==> config.mk <==
export PLATFORM = sky130hd
export DESIGN_NAME = wlct_queue
export DESIGN_NICKNAME = d
export VERILOG_FILES = /design/src/wlct_pkg.sv /design/src/wlct_queue.sv
export SDC_FILE = /design/constraint.sdc
export NUM_CORES = 1
export LEC_CHECK = 0
export BUFFER_PORTS_ARGS = -buffer_cell sky130_fd_sc_hd__buf_2
export CORE_AREA = 2 2 83 101
export DETAILED_ROUTE_END_ITERATION = 10
export DIE_AREA = 0 0 85 103
export PLACE_DENSITY_LB_ADDON = 0.12
export SETUP_SLACK_MARGIN = 0.5
export SYNTH_ARGS = -nofsm -noshare
export SYNTH_HDL_FRONTEND = slang
export SYNTH_SLANG_ARGS = --single-unit
==> constraint.sdc <==
create_clock -name clock -period 2.1 [get_ports clock]
set_input_delay 0.21 -clock clock [delete_from_list [all_inputs] [get_ports clock]]
set_output_delay 0.21 -clock clock [all_outputs]
set_load 0.005 [all_outputs]
==> src/wlct_pkg.sv <==
package wlct_pkg;
   localparam int MAX_ENTRIES = 512;
   localparam int MAX_LINES   = 64;
   localparam int MAX_WORD    = 64;
   localparam int EW = $clog2(MAX_ENTRIES);
   localparam int LW = $clog2(MAX_LINES);
   localparam int WW = $clog2(MAX_WORD);
   localparam int CW = $clog2(MAX_LINES + 1);
   localparam int LENW = $clog2(MAX_WORD + 1);
   localparam int UW = $clog2(MAX_ENTRIES + 1);
   localparam logic [15:0] LINE_MAX = 16'hFFFF;
   localparam logic [7:0] CHAR_NL = 8'h0A;
   localparam int QDEPTH = 2;

   typedef enum logic {FUNC_TEXT = 1'b0, FUNC_READ = 1'b1} func_type;

   typedef struct packed {
      func_type    func;
      logic [EW-1:0] entry_sel;
      logic [LW-1:0] slot_sel;
      logic [15:0] line;
      logic [LENW-1:0] length;
   } cmd_type;

   typedef struct packed {
      logic        kind;
      logic [8:0]  entry_index;
      logic        is_new;
      logic        line_stored;
      logic        table_full;
      logic [15:0] line_number;
      logic [6:0]  line_count;
   } rsp_type;

   typedef enum logic [3:0] {
      ST_IDLE, ST_RD_CNT, ST_RD_LINE, ST_RD_DONE,
      ST_SRCH_LEN, ST_SRCH_CMP, ST_SRCH_NEXT, ST_APPEND,
      ST_NEW_COPY, ST_NEW_DONE, ST_OUT
   } state_type;

   function automatic logic is_letter(input logic [7:0] c);
      is_letter = (c >= 8'h41 && c <= 8'h5A) || (c >= 8'h61 && c <= 8'h7A);
   endfunction
endpackage

==> src/wlct_queue.sv <==
module wlct_queue (
   input  logic clock,
   input  logic reset,
   input  logic in_valid,
   output logic in_ready,
   input  wlct_pkg::cmd_type in_cmd,
   output logic out_valid,
   input  logic out_ready,
   output wlct_pkg::cmd_type out_cmd
);
   import wlct_pkg::*;
   cmd_type q_ff [QDEPTH];
   logic [0:0] wp_ff, rp_ff;
   logic [1:0] cnt_ff;
   logic push, pop;
   assign in_ready = cnt_ff != 2'(QDEPTH);
   assign out_valid = cnt_ff != '0;
   assign out_cmd = q_ff[rp_ff];
   assign push = in_valid && in_ready;
   assign pop = out_valid && out_ready;
   always_ff @(posedge clock) begin
      if (push) q_ff[wp_ff] <= in_cmd;
      if (reset) begin
         wp_ff <= '0;
         rp_ff <= '0;
         cnt_ff <= '0;
      end else begin
         if (push) wp_ff <= wp_ff + 1'b1;
         if (pop) rp_ff <= rp_ff + 1'b1;
         cnt_ff <= cnt_ff + 2'(push) - 2'(pop);
      end
   end
endmodule

==> impl_results.md <==
* DRT Pass-1 Iters at 3
* RePlAce Congestion at 0.687
* Worst setup SP type: register
* CP Data Required Time at around 1.9 ns
* CTS H-tree depth at 3
* Floorplan row count at 36
* Slew @ Worst Pin at 0.243 ns
* Slew margin rel. at 0.838
* EDFF count, synth at 78
* Setup crit end kind: primary output
* Largest area contributor in the netlist: edfxtp_1
* Total congestion overflow at 0
* Nets at 290
* WP data arrival at 1.39 ns
* Via density at 4.70
* Post-synth ARST share at 0
* Seq cells post-synth at 83
* Drt wl/cell at 14.8 um
* Tot Pwr at 4100 uW
* Hold-fix buffers at CTS at 0
* Setup TNS at 0 ns
* Antenna-violating nets left at 0
* Internal Power at 3150 uW
* Synth top area cells: edfxtp_1, mux2_2, dfxtp_1
* Clock Sinks at just over 80
* Final Hold Violating Endpoints at 0
* Cell with the most instances after synthesis: edfxtp_1
* Max_cap viols at 0
* Cell area after synthesis at between 3000 and 4000 um^2
* Share of cells above drive strength 1 at 0.582
* Maximum clock insertion buffer count at 2
* Vias in the first global route at 1625
* Pre-CTS setup slack at 0.524 ns
* Clock transition at path regs at 0.07 ns
* Io pins at 84
* Die width at 85 um
* Register share of total power at 0.505
* Max VDD drop at 0.463 mV
* Switch share at 0.232
* PwrDens at around 1100 nW/um^2
* Period minus WS final at 1.60 ns
* TritonCTS buffer count at 9
* Starting DRT DRC Count at 47
* Primary FF master, synth: edfxtp_1
* RSZ-0062 raised after global routing: true
* Worst hold path class: in -> reg
* Antenna Diode Count at 0
* Switch Pwr at between 900 and 1000 uW
* Final instance area at 3870 um^2
* Status: finished clean
* Clock skew at approximately 0.0065 ns
* Syn. warnings at 0
* Yosys top cell area share at 0.764
* Multi-input gate area at 602 um^2
* Post-synthesis sequential area ratio at 0.797
* DPL Wire Length at 3.40 mm
* Postcts setup bufs at 0
* Sequential Area at around 2400 um^2
* Die area at about 8800 um^2
* Max Fanout on Critical Path at 17
* Placement Cell Area at 3640 um^2
* DRC at 0
* Final Cycle Share at 0.763
* Synthesized area per cell at about 20 um^2
* Cell chosen for the clock root: clkbuf_8
* Comb power frac at 0.206
* Core Footprint at 7880 um^2
* Commonest cells in the netlist: edfxtp_1, mux2_2, dfxtp_1, nor2_1, buf_2
* Clk Latency, worst-skew pair at 0.34 ns
* Final setup fails at 0
* GRT Total Usage at 0.122
* Routed via count at 1627
* Syn_nets at 194
* Maximum clock rate at 624 MHz
* P&R area growth vs syn at 26.3%
* Initial core utilization at 0.389
* Fillers at 699
* Netlist cell types at 23
* Gate Count Post-Synth at 150
* TritonCTS clock tree: built
* First-pass GRT wire length at 7.72 mm
* Setup ws final at 0.497 ns
* PortBufs at 83
* Chip height at just over 100 um
* Final Slew Violations at 0
* Leakage at 0.00145 uW
* Largest net degree at the start of global routing at 24
* Final Util at 0.491
* Clock power share at 0.288
* Antenna violations before repair at 0
* WL final at about 5.1 mm
* WS Path Type: reg -> out
-- path summary, 6_finish.rpt --
kind	from	endpoint	slack [ns]	cells past startpoint
setup / recovery	register	out_cmd[32]	0.50	3
hold / removal	in_cmd[4]	q_ff[1][4]	0.05	1
hold reg to reg	rp_ff	register	0.50	2
setup reg to reg	cnt_ff[1]	cnt_ff[1]	0.61	6
-- placed cells by master, fill, tap and decap left out, types with 2 or more instances in the layout --
cell type,instances
buf_4,2
o21ai_0,2
dfxtp_1,3
mux2_2,39
nor2_1,5
dfxtp_2,2
clkbuf_1,5
buf_2,83
buf_12,2
edfxtp_1,78
bufinv_16,2
nor2b_1,2
clkbuf_8,9
-- stage by stage --
step / hold slack [ns] / instances
4_1_cts: 0.0243 / 346
3_3_place_gp: 0.397 / 330
6_report: 0.0507 / 346
3_5_place_dp: 0.402 / 330
5_1_grt: 0.0280 / 346
2_1_floorplan: 0.279 / 150
-- sequential cells by signal, indices dropped and copies added (netlist names), named ones only --
signal  flops
wp_ff       1
q_ff       78
cnt_ff      2
rp_ff       1
-- metal layers --
metal	track usage	wire length (um)	vias to the layer above
met5	0	0	-
met4	0.0696	92	0
met3	0.0496	359	9
met2	0.209	2630	45
met1	0.127	2050	795
li1	-	-	778
-- power groups by stage --
stage	Combinational (uW)	Clock, uW	Sequential (uW)
floorplan	497	0	2090
global placement	842	0	2100
detailed placement	842	0	2110
CTS	869	1230	2070
global route	941	1280	2090
finish	846	1180	2070
-- cells by family after synthesis --
| kind of cell | share of synthesized area |
|---|---|
| multiplexers | 0.147 |
| AO/OA/AOI/OAI | 0.0167 |
| buffers and inverters | 0.00979 |
| AND/OR/NAND/NOR | 0.0229 |
| adder cells (fa/ha/maj) | 0.00408 |
| flip-flops | 0.797 |
| XOR/XNOR | 0.00286 |
-- timing repair --
action,4_1_cts,5_1_grt
resized for setup,5,2
setup endpoints to repair,39,44
cloned,0,0
-- layout make-up --
| class | instances | share of cell area |
|---|---|---|
| repair buffers | 89 | 0.128 |
| multi-input cells | 62 | 0.155 |
| well taps | 95 | 0.0307 |
| inverters | 1 | 0.00194 |
| clock inverters | 2 | 0.0155 |
| clock buffers | 14 | 0.0368 |
| flip-flops and latches | 83 | 0.631 |
-- critical path, stage by stage, from the launching register on --
cell and delay (ns):
dfxtp_2 0.37, buf_8 0.19, mux2_2 0.36, buf_2 0.13
No activity file was read; power rests on OpenSTA's default activity.
