===== src/wlct_pkg.sv =====
package wlct_pkg;
   localparam int MAX_ENTRIES = 512;
   localparam int MAX_LINES   = 64;
   localparam int MAX_WORD    = 64;
   localparam int EW = $clog2(MAX_ENTRIES);
   localparam int LW = $clog2(MAX_LINES);
   localparam int WW = $clog2(MAX_WORD);
   localparam int CW = $clog2(MAX_LINES + 1);
   localparam int LENW = $clog2(MAX_WORD + 1);
   localparam int UW = $clog2(MAX_ENTRIES + 1);
   localparam logic [15:0] LINE_MAX = 16'hFFFF;
   localparam logic [7:0] CHAR_NL = 8'h0A;
   localparam int QDEPTH = 2;

   typedef enum logic {FUNC_TEXT = 1'b0, FUNC_READ = 1'b1} func_type;

   typedef struct packed {
      func_type    func;
      logic [EW-1:0] entry_sel;
      logic [LW-1:0] slot_sel;
      logic [15:0] line;
      logic [LENW-1:0] length;
   } cmd_type;

   typedef struct packed {
      logic        kind;
      logic [8:0]  entry_index;
      logic        is_new;
      logic        line_stored;
      logic        table_full;
      logic [15:0] line_number;
      logic [6:0]  line_count;
   } rsp_type;

   typedef enum logic [3:0] {
      ST_IDLE, ST_RD_CNT, ST_RD_LINE, ST_RD_DONE,
      ST_SRCH_LEN, ST_SRCH_CMP, ST_SRCH_NEXT, ST_APPEND,
      ST_NEW_COPY, ST_NEW_DONE, ST_OUT
   } state_type;

   function automatic logic is_letter(input logic [7:0] c);
      is_letter = (c >= 8'h41 && c <= 8'h5A) || (c >= 8'h61 && c <= 8'h7A);
   endfunction
endpackage


===== src/wlct_front.sv =====
module wlct_front (
   input  logic clock,
   input  logic reset,
   input  logic in_valid,
   output logic in_ready,
   input  logic in_func,
   input  logic [7:0] in_char,
   input  logic [8:0] in_entry,
   input  logic [5:0] in_slot,
   output logic cmd_valid,
   input  logic cmd_ready,
   output wlct_pkg::cmd_type cmd,
   output logic [7:0] word_char,
   input  logic [wlct_pkg::WW-1:0] word_addr,
   input  logic word_done
);
   import wlct_pkg::*;
   logic [7:0] word_mem [MAX_WORD];
   logic [LENW-1:0] len_ff, len_in;
   logic [15:0] line_ff, line_in;
   logic [7:0] word_char_ff;
   logic take, letter, emit;
   // word buffer is held while a word command is in flight: stall input until its result leaves
   logic busy_ff, busy_in;

   assign letter = is_letter(in_char);
   assign in_ready = !busy_ff && (cmd_ready || (in_func == FUNC_TEXT && (letter || len_ff == '0)));
   assign take = in_valid && in_ready;
   assign emit = take && (in_func == FUNC_READ || (!letter && len_ff != '0));
   assign cmd_valid = emit;
   assign cmd.func = func_type'(in_func);
   assign cmd.entry_sel = in_entry[EW-1:0];
   assign cmd.slot_sel = in_slot[LW-1:0];
   assign cmd.line = line_ff;
   assign cmd.length = len_ff;
   assign word_char = word_char_ff;

   always_comb begin
      len_in = len_ff;
      line_in = line_ff;
      busy_in = busy_ff;
      if (take && in_func == FUNC_TEXT) begin
         if (letter) begin
            if (len_ff < LENW'(MAX_WORD)) len_in = len_ff + 1'b1;
         end else begin
            len_in = '0;
            if (len_ff != '0) busy_in = 1'b1;
            if (in_char == CHAR_NL && line_ff != LINE_MAX) line_in = line_ff + 1'b1;
         end
      end
      if (word_done && busy_ff) busy_in = 1'b0;
   end

   always_ff @(posedge clock) begin
      if (take && in_func == FUNC_TEXT && letter && len_ff < LENW'(MAX_WORD))
         word_mem[len_ff[WW-1:0]] <= in_char;
      word_char_ff <= word_mem[word_addr];
      if (reset) begin
         len_ff <= '0;
         line_ff <= '0;
         busy_ff <= 1'b0;
      end else begin
         len_ff <= len_in;
         line_ff <= line_in;
         busy_ff <= busy_in;
      end
   end
endmodule


===== config.mk =====
export PLATFORM = sky130hd
export DESIGN_NAME = wlct_front
export DESIGN_NICKNAME = d
export VERILOG_FILES = /design/src/wlct_pkg.sv /design/src/wlct_front.sv
export SDC_FILE = /design/constraint.sdc
export NUM_CORES = 1
export LEC_CHECK = 0
export BUFFER_PORTS_ARGS = -buffer_cell sky130_fd_sc_hd__buf_2
export CAP_MARGIN = 20
export CORE_UTILIZATION = 55
export DETAILED_ROUTE_END_ITERATION = 7
export PLACE_DENSITY = 0.68
export SYNTH_ARGS = -nofsm -noshare
export SYNTH_HDL_FRONTEND = slang
export SYNTH_SLANG_ARGS = --single-unit

===== constraint.sdc =====
create_clock -name clock -period 7.2 [get_ports clock]
set_clock_uncertainty 0.2 [all_clocks]
set_input_delay 1.44 -clock clock [delete_from_list [all_inputs] [get_ports clock]]
set_output_delay 1.44 -clock clock [all_outputs]
set_load 0.005 [all_outputs]

==> impl_metrics.tcl, run 1 <==
set metrics [dict create \
    finalSetupViolations 0 \
    fp.coreArea_sq_um 37900 \
    num_vias 10700 \
    cts_resized 0 \
    drive_above_1_share_pct 24.5 \
    synthCells 1089 \
    overflow 0 \
    numPortBuffers 53 \
    cts_tree "yes" \
    crit_chain "buf_2 > buf_4 > nand2_1 > o221ai_2 > o21a_1 > or2_2 > and4b_1 > buf_2" \
    cts_root_buffer "clkbuf_16" \
    timing.rr.start "busy_ff$_SDFFE_PP0P_" \
    final_antenna_net_count 0 \
    cts_setup_buffers 0 \
    worstSetupStartpoint "in_char[4]" \
    ys_top_cells_by_count "edfxtp_1 (512), mux4_2 (128), nor2_1 (90), a22oi_1 (56), clkbuf_1 (36)" \
    grt_pass1_vias 10700 \
    cp_max_fo 39 \
    synth_top_cell_area_share_pct 72.1 \
    finalWorstPathRequiredPeriod_ns 5.17 \
    slew_headroom_pct 32.9 \
    cts_buffers 51 \
    fin_tns_setup_ns 0 \
    antenna_found_initial 1 \
    end_kind "primary output" \
    report.final.slew_viol_count 0 \
    wl_per_cell_microns 27.0 \
    synth_top_area_cell "edfxtp_1" \
    drtIter0Drc 1017 \
    ys_seq_area_share_pct 75.1 \
    hold_class "reg -> reg" \
    p_per_area_nw_per_um2 273 \
    hold_violations 0 \
    grt_max_degree 82 \
    die_h_microns 199 \
    tightest_slew_ns 1.01 \
    cts.htree.levels 2 \
    synthArstFlopShare_pct 0 \
    total_power_uw 6490 \
    die_w_microns 199 \
    netlist_area_sq_um 21300 \
    cp-start-kind "primary input" \
    synthTopCellsByArea "edfxtp_1 (72%), mux4_2 (14%), dfxtp_1 (3.0%), a22oi_1 (2.0%), nor2_1 (1.6%)" \
    syn-num-nets 1127 \
    multi_input_area_sq_um 4900 \
    final_area_sq_um 23800 \
    synth_most_common_cell "edfxtp_1" \
    critPathRequiredTime_ns 5.56 \
    avgSynthCellArea_sq_um 19.6 \
    dp_hpwl_microns 27800 \
    antennaDiodeCount 0 \
    rows 71 \
    ys_types 46 \
    fin_crit_sh_pct 71.9 \
    cp_slowest_cell "buf_4" \
    yosys_warnings 0 \
    path_common_cell "buf_2" \
    post-route-drc-count 0 \
    start_util_pct 56.2 \
    synth_edf_count 512 \
    worstPathArrival_ns 3.53 \
    drt_wl_total_microns 45700 \
    slowest_delay_ns 0.50 \
    cts.clk_slew.worst_paths_ns 0.06 \
    pin_count 84 \
    nets 1176 \
    numClockSinks 544 \
    rsz0062_at_grt "false" \
    fillers 2669 \
    ctsHoldBuffers 0 \
    p_leak_uw 0.00739 \
    synthFlopType "edfxtp_1" \
    worstSkewPairLatency_ns 0.58 \
    clk_path_buf_depth 3 \
    critPathTopFamily "buffers and inverters" \
    ff_latch_area_sq_um 16000 \
    crit_buf_inv 3 \
    holdCritStartpoint "line_ff[15]$_SDFFE_PP0P_" \
    crit_type "in -> out" \
    fmax_mhz 193 \
    first_pass_iters 5 \
    placedInstanceArea_sq_um 22000 \
    cap_violations 0 \
    area_delta_synth_final_pct 11.5 \
    via_per_inst 6.34 \
    final_core_util_pct 62.7 \
    synth_seq_cells 544 \
    status "complete, no violations" \
    track_usage_pct 24.4 \
    die-area_sq_um 39600 \
    grt_pass1_wl_microns 68900 \
    peakVddDrop_v 0.000238 \
    gp_congestion 0.870 \
]
==> flip-flops by register name, summed over array words and instances (netlist names) <==
register / cells
len_ff: 7
word_mem: 512
line_ff: 16
busy_ff: 1
word_char: 8
==> worst register-to-register path: cells and delay by family (launching register included) <==
family	cells	cell delay, ns
flip-flops	1	0.33
AND/OR/NAND/NOR	5	2.85
==> layout by cell type, fill, tap and decap left out, drive strengths merged, types with 4 or more instances in the layout <==
cell / n
edfxtp: 512
mux4: 128
nor2: 90
clkbuf: 73
buf: 69
a22oi: 56
dfxtp: 32
a21oi: 23
nand2: 17
o211ai: 17
clkinv: 17
or4: 15
o31ai: 15
nand3: 14
and3: 13
inv: 13
mux2i: 8
nand4: 6
bufinv: 6
or3: 6
nor2b: 5
nand3b: 5
nand2b: 4
==> logic make-up after synthesis <==
| family | after synthesis | synth area share [%] |
|---|---|---|
| flip-flops | 544 | 75.1 |
| AO/OA/AOI/OAI | 123 | 4.12 |
| AND/OR/NAND/NOR | 196 | 4.79 |
| multiplexers | 136 | 13.9 |
| adder cells (fa/ha/maj) | 3 | 0.176 |
| buffers and inverters | 87 | 1.90 |
==> per-layer routing <==
metal  vias to the layer above  share of wire, %  track usage [%]
met1                      5561                43             36.6
met2                       505                46             36.4
li1                       4602                 -                -
met5                         -                 0                0
met3                        65               9.4             5.46
met4                         0               2.3             6.84
==> final timing paths <==
kind,to,slack (ns),cells after the start
worst max-delay path,cmd_valid,2.03,8
worst min-delay path,line_ff[15]$_SDFFE_PP0P_,0.30,2
worst max register to register,word_mem[53][1]$_DFFE_PP_,3.44,5
worst min register to register,line_ff[15]$_SDFFE_PP0P_,0.30,2
==> power by group <==
| part | switching (uW) | internal, uW |
|---|---|---|
| Sequential | 2.82 | 3460 |
| Combinational | 169 | 98.4 |
| Clock | 1130 | 1630 |
==> area by class of cell <==
type | count | share of cell area (%)
well taps | 511 | 2.69
inverters | 9 | 0.142
multi-input cells | 458 | 20.6
clock inverters | 28 | 1.28
clock buffers | 68 | 6.07
repair buffers | 74 | 1.84
flip-flops and latches | 544 | 67.4
==> through the flow <==
step | setup slack, ns | hold slack [ns] | std cells
2_1_floorplan | 2.98 | 0.281 | 1089
3_5_place_dp | 1.79 | 0.283 | 1592
4_1_cts | 2.00 | 0.300 | 1688
6_report | 2.03 | 0.302 | 1692
3_3_place_gp | 1.92 | 0.280 | 1592
5_1_grt | 1.85 | 0.320 | 1692
No activity file was read; power rests on OpenSTA's default activity.
==> run 2: changes to the inputs <==
- clock period: 7.2 -> 5.2 ns (I/O delays scaled with it)
==> run 2 against run 1 <==
Total power is 42% higher. Critical path depth is 1 lower. Largest cell class unchanged. Sequential share of layout area is 0.81 points lower. Largest power group unchanged.
==> impl_metrics.tcl, run 2 (synthesized netlist as in run 1, its figures left out) <==
set metrics [dict create \
    status "complete, no violations" \
    die-area_sq_um 39600 \
    fillers 2643 \
    p_per_area_nw_per_um2 384 \
    die_h_microns 199 \
    finalWorstPathRequiredPeriod_ns 4.07 \
    overflow 0 \
    r2r_cells 5 \
    p_leak_uw 0.00755 \
    largest_register_ffs 512 \
    layout_commonest_cell "edfxtp_1" \
    fmax_mhz 246 \
    cts_buffers 53 \
    intPower_uw 7410 \
    hold_violations 0 \
    cp_num_cells 7 \
    pwr-share-clk_pct 44.0 \
    cp-start-kind "primary input" \
    min_path_cells 2 \
    fp.coreArea_sq_um 37900 \
    fin_tns_setup_ns 0 \
    dp_hpwl_microns 28000 \
    combPwrFrac_pct 4.0 \
    cp_slowest_cell "or3_4" \
    worstSkewPairLatency_ns 0.59 \
    dp_cells 1613 \
    antenna_found_initial 3 \
    wl_per_cell_microns 26.6 \
    finalSetupViolations 0 \
    track_usage_pct 24.0 \
    area_delta_synth_final_pct 12.9 \
    gp_congestion 0.841 \
    first_pass_iters 5 \
    crit_chain "buf_2 > or3_4 > o221ai_2 > o21a_1 > or2_2 > and4b_1 > buf_2" \
    hold_class "reg -> reg" \
    crit_buf_inv 2 \
    rsz0062_at_grt "false" \
    post-route-drc-count 0 \
    worstPathArrival_ns 2.83 \
    start_util_pct 56.2 \
    cts_tree "yes" \
    clk_path_buf_depth 3 \
    slew_headroom_pct 35.0 \
    grt_max_degree 66 \
    numClockSinks 544 \
    cts_root_buffer "clkbuf_16" \
    antennaDiodeCount 0 \
    crit_type "in -> out" \
    peakVddDrop_v 0.000273 \
    nets 1195 \
    cap_violations 0 \
    cts.htree.levels 2 \
    grt_pass1_vias 10700 \
    tightest_slew_ns 0.973 \
    cts.clk_slew.worst_paths_ns 0.06 \
    sequentialPowerShare_pct 52.0 \
    pin_count 84 \
    end_kind "primary output" \
    slowest_delay_ns 0.46 \
    drtIter0Drc 1078 \
    cts_setup_buffers 0 \
    num_vias 10600 \
    report.final.slew_viol_count 0 \
    rows 71 \
    critPathTopFamily "simple AND/OR/NAND/NOR gates" \
    final_cell_mix "edfxtp_1 (512), mux4_2 (128), nor2_1 (90)" \
    cts_resized 0 \
    critPathRequiredTime_ns 3.96 \
    fin_crit_sh_pct 78.3 \
    die_w_microns 199 \
    instances_no_fill 1711 \
    drt_wl_total_microns 45500 \
    drive_above_1_share_pct 25.8 \
    ctsHoldBuffers 0 \
    final_antenna_net_count 0 \
    switching_share_pct 19.7 \
    via_per_inst 6.20 \
    numPortBuffers 53 \
    cp_max_fo 23 \
    switchingPower_uw 1820 \
    path_common_cell "buf_2" \
    grt_pass1_wl_microns 67500 \
]
run 2: cell types whose count changed in the layout (fill, tap and decap cells not counted), moves of 3 or more:
cell       previous run  this run
clkbuf_1             10         6
clkbuf_2              4         0
bufinv_16             6        10
inv_4                 3         0
buf_4                17        35
run 2: tightest hold or removal path: stages, from the launching register on:
cell,delay (ns)
dfxtp_1,0.32
o31ai_1,0.06
a21oi_1,0.05
run 2: per-stage QoR:
stage	worst slack [ns]	hold slack (ns)	total power (uW)	area, sq um	utilization [%]
4_1_cts	1.12	0.293	9300	24100	63.4
2_1_floorplan	1.78	0.281	5100	21300	-
3_3_place_gp	0.878	0.277	5270	22200	58.5
5_1_grt	1.05	0.323	9470	24100	63.4
3_5_place_dp	0.803	0.284	5270	22200	58.5
6_report	1.13	0.291	9230	24100	63.4
run 2: area by class of cell:
| type | count | area, sq um | area share [%] |
|---|---|---|---|
| clock buffer | 65 | 1450 | 6.04 |
| clock inverter | 33 | 415 | 1.73 |
| inverter | 9 | 33.8 | 0.140 |
| multi-input combinational | 458 | 4900 | 20.4 |
| sequential | 544 | 16000 | 66.6 |
| tap | 511 | 639 | 2.66 |
| timing repair buffer | 91 | 603 | 2.51 |
run 2: power groups by stage:
| stage | Sequential, uW | Combinational, uW | Clock [uW] |
|---|---|---|---|
| floorplan | 4890 | 209 | 0 |
| global placement | 4890 | 373 | 0 |
| detailed placement | 4890 | 378 | 0 |
| CTS | 4800 | 380 | 4120 |
| global route | 4800 | 401 | 4270 |
| finish | 4800 | 373 | 4060 |
run 2: worst paths after layout:
check | from | slack (ns) | to
setup / recovery | in_char[4] | 1.13 | cmd_valid
hold reg to reg | line_ff[11]$_SDFFE_PP0P_ | 0.29 | line_ff[11]$_SDFFE_PP0P_
hold / removal | line_ff[11]$_SDFFE_PP0P_ | 0.29 | line_ff[11]$_SDFFE_PP0P_
setup reg to reg | busy_ff$_SDFFE_PP0P_ | 1.70 | word_mem[12][6]$_DFFE_PP_
run 2: metal layers:
metal  routed length, microns  GRT usage (%)  up-vias
li1                         -              -     4635
met1                    19100           35.0     5463
met2                    22000           37.1      428
met3                     3270           4.34       77
met4                     1200           7.81        2
met5                       10              0        -
==> run 3: changes to the inputs <==
- PLACE_DENSITY: 0.68 -> 0.71
- clock period: 5.2 -> 3.55 ns (I/O delays scaled with it)
==> run 3 against run 2 <==
Flip-flop and latch count unchanged. First-iteration DRC count increased by 13%. Sequential share of layout area increased by 0.17 points. Sequential power increased by 46%. Via count increased by 3.6%. Register-to-register slack got worse by 0.90 ns. Core utilization decreased by 0.17 points. Combinational power increased by 50%. Non-clock buffer count increased by 18. Clock power increased by 31%. Cell area decreased by 0.26%. Largest power group unchanged.
==> impl_metrics.tcl, run 3 (synthesized netlist as in run 1, its figures left out) <==
set metrics [dict create \
    status "complete, no violations" \
    grt_pass1_wl_microns 70100 \
    grt_max_degree 65 \
    first_pass_iters 5 \
    die-area_sq_um 39600 \
    fp.coreArea_sq_um 37900 \
    numPortBuffers 53 \
    cts.htree.levels 2 \
    worstSkewPairLatency_ns 0.59 \
    drive_above_1_share_pct 26.6 \
    p_leak_uw 0.00754 \
    cap_violations 0 \
    critPathRequiredTime_ns 2.64 \
    slew_headroom_pct 40.0 \
    start_util_pct 56.2 \
    fillers 2576 \
    die_w_microns 199 \
    slowest_delay_ns 0.55 \
    drtIter0Drc 1219 \
    cp-start-kind "register" \
    area_delta_synth_final_pct 12.6 \
    rows 71 \
    placedInstanceArea_sq_um 22300 \
    rsz0062_at_grt "false" \
    nets 1212 \
    final_cell_mix "edfxtp_1 (512), mux4_2 (128), nor2_1 (90)" \
    dp_hpwl_microns 28900 \
    layout_commonest_cell "edfxtp_1" \
    fmax_mhz 300 \
    cts_tree "yes" \
    fin_crit_sh_pct 93.9 \
    fin_tns_setup_ns 0 \
    report.final.slew_viol_count 0 \
    numClockSinks 544 \
    tightest_slew_ns 0.896 \
    cts.clk_slew.worst_paths_ns 0.06 \
    crit_chain "or3_4 > o21a_1 > or2_2 > and4b_1 > buf_2" \
    via_per_inst 6.36 \
    cts_buffers 52 \
    num_vias 11000 \
    finalWorstPathRequiredPeriod_ns 3.33 \
    final_area_sq_um 24000 \
    finalSetupViolations 0 \
    overflow 0 \
    largest_register_ffs 512 \
    gp_congestion 0.850 \
    worstPathArrival_ns 2.42 \
    final_antenna_net_count 0 \
    drt_wl_total_microns 46700 \
    wl_per_cell_microns 27.0 \
    hold_class "in -> reg" \
    hold_violations 0 \
    track_usage_pct 24.8 \
    peakVddDrop_v 0.000459 \
    cp_slowest_cell "or3_4" \
    cts_setup_buffers 0 \
    grt_pass1_vias 10900 \
    die_h_microns 199 \
    pin_count 84 \
    end_kind "primary output" \
    p_per_area_nw_per_um2 538 \
    antenna_found_initial 2 \
    clk_path_buf_depth 3 \
    cts_root_buffer "clkbuf_16" \
    cp_max_fo 13 \
    crit_type "reg -> out" \
    post-route-drc-count 0 \
]
==> run 3: changes by cell type in the layout (fill, tap and decap cells not counted), sizes merged <==
cell / delta
bufinv: -8
diode: +1
inv: +3
buf: +18
clkbuf: +4
==> run 3: metrics by stage <==
step | instances | total power, uW | hold slack [ns] | worst slack, ns | util (%)
2_1_floorplan | 1089 | 7480 | 0.281 | 0.461 | -
3_3_place_gp | 1630 | 7720 | 0.282 | 0.184 | 58.9
3_5_place_dp | 1630 | 7730 | 0.297 | 0.163 | 58.9
4_1_cts | 1727 | 13000 | 0.206 | 0.00551 | 63.2
5_1_grt | 1728 | 13300 | 0.263 | 0.124 | 63.3
6_report | 1729 | 12900 | 0.233 | 0.216 | 63.3
==> run 3: area by class of cell <==
class | instances | area (sq um) | area share [%]
sequential | 544 | 16000 | 66.7
inverter | 9 | 33.8 | 0.141
antenna | 1 | 2.50 | 0.0104
clock inverter | 28 | 199 | 0.829
clock buffer | 69 | 1440 | 5.99
timing repair buffer | 109 | 767 | 3.20
multi-input combinational | 458 | 4900 | 20.4
tap | 511 | 639 | 2.66
==> run 3: worst max-delay path: cells and delay by family (launching register included) <==
kind	cells	cell delay (ns)
simple gates	3	1.04
buf+inv	1	0.12
compound gates	1	0.25
flops	1	0.43
==> run 3: report_power, final <==
group	switching, uW	internal [uW]
registers	10.0	7020
clock network	2320	3000
logic	340	218
total	2670	10200
==> run 3: what timing repair did <==
action,CTS,global route
endpoints found under the hold margin,0,0
setup endpoints to repair,0,2
hold buffers,0,0
gates resized for setup,0,1
==> run 3: layer usage <==
| layer | up-vias | wire, microns | track usage [%] |
|---|---|---|---|
| met5 | - | 0 | 0 |
| met4 | 0 | 1290 | 8.38 |
| met3 | 89 | 4300 | 4.14 |
| met2 | 527 | 21800 | 37.0 |
| met1 | 5701 | 19400 | 37.7 |
| li1 | 4674 | - | - |
==> run 3: final timing paths <==
path         slack [ns]  cells after the start                   endpoint                     start
min reg2reg        0.31                      2   line_ff[15]$_SDFFE_PP0P_  line_ff[15]$_SDFFE_PP0P_
max reg2reg        0.80                      6  word_mem[27][5]$_DFFE_PP_      busy_ff$_SDFFE_PP0P_
min                0.23                      4       busy_ff$_SDFFE_PP0P_                 word_done
max                0.22                      5                  cmd_valid    len_ff[3]$_SDFFE_PP0P_
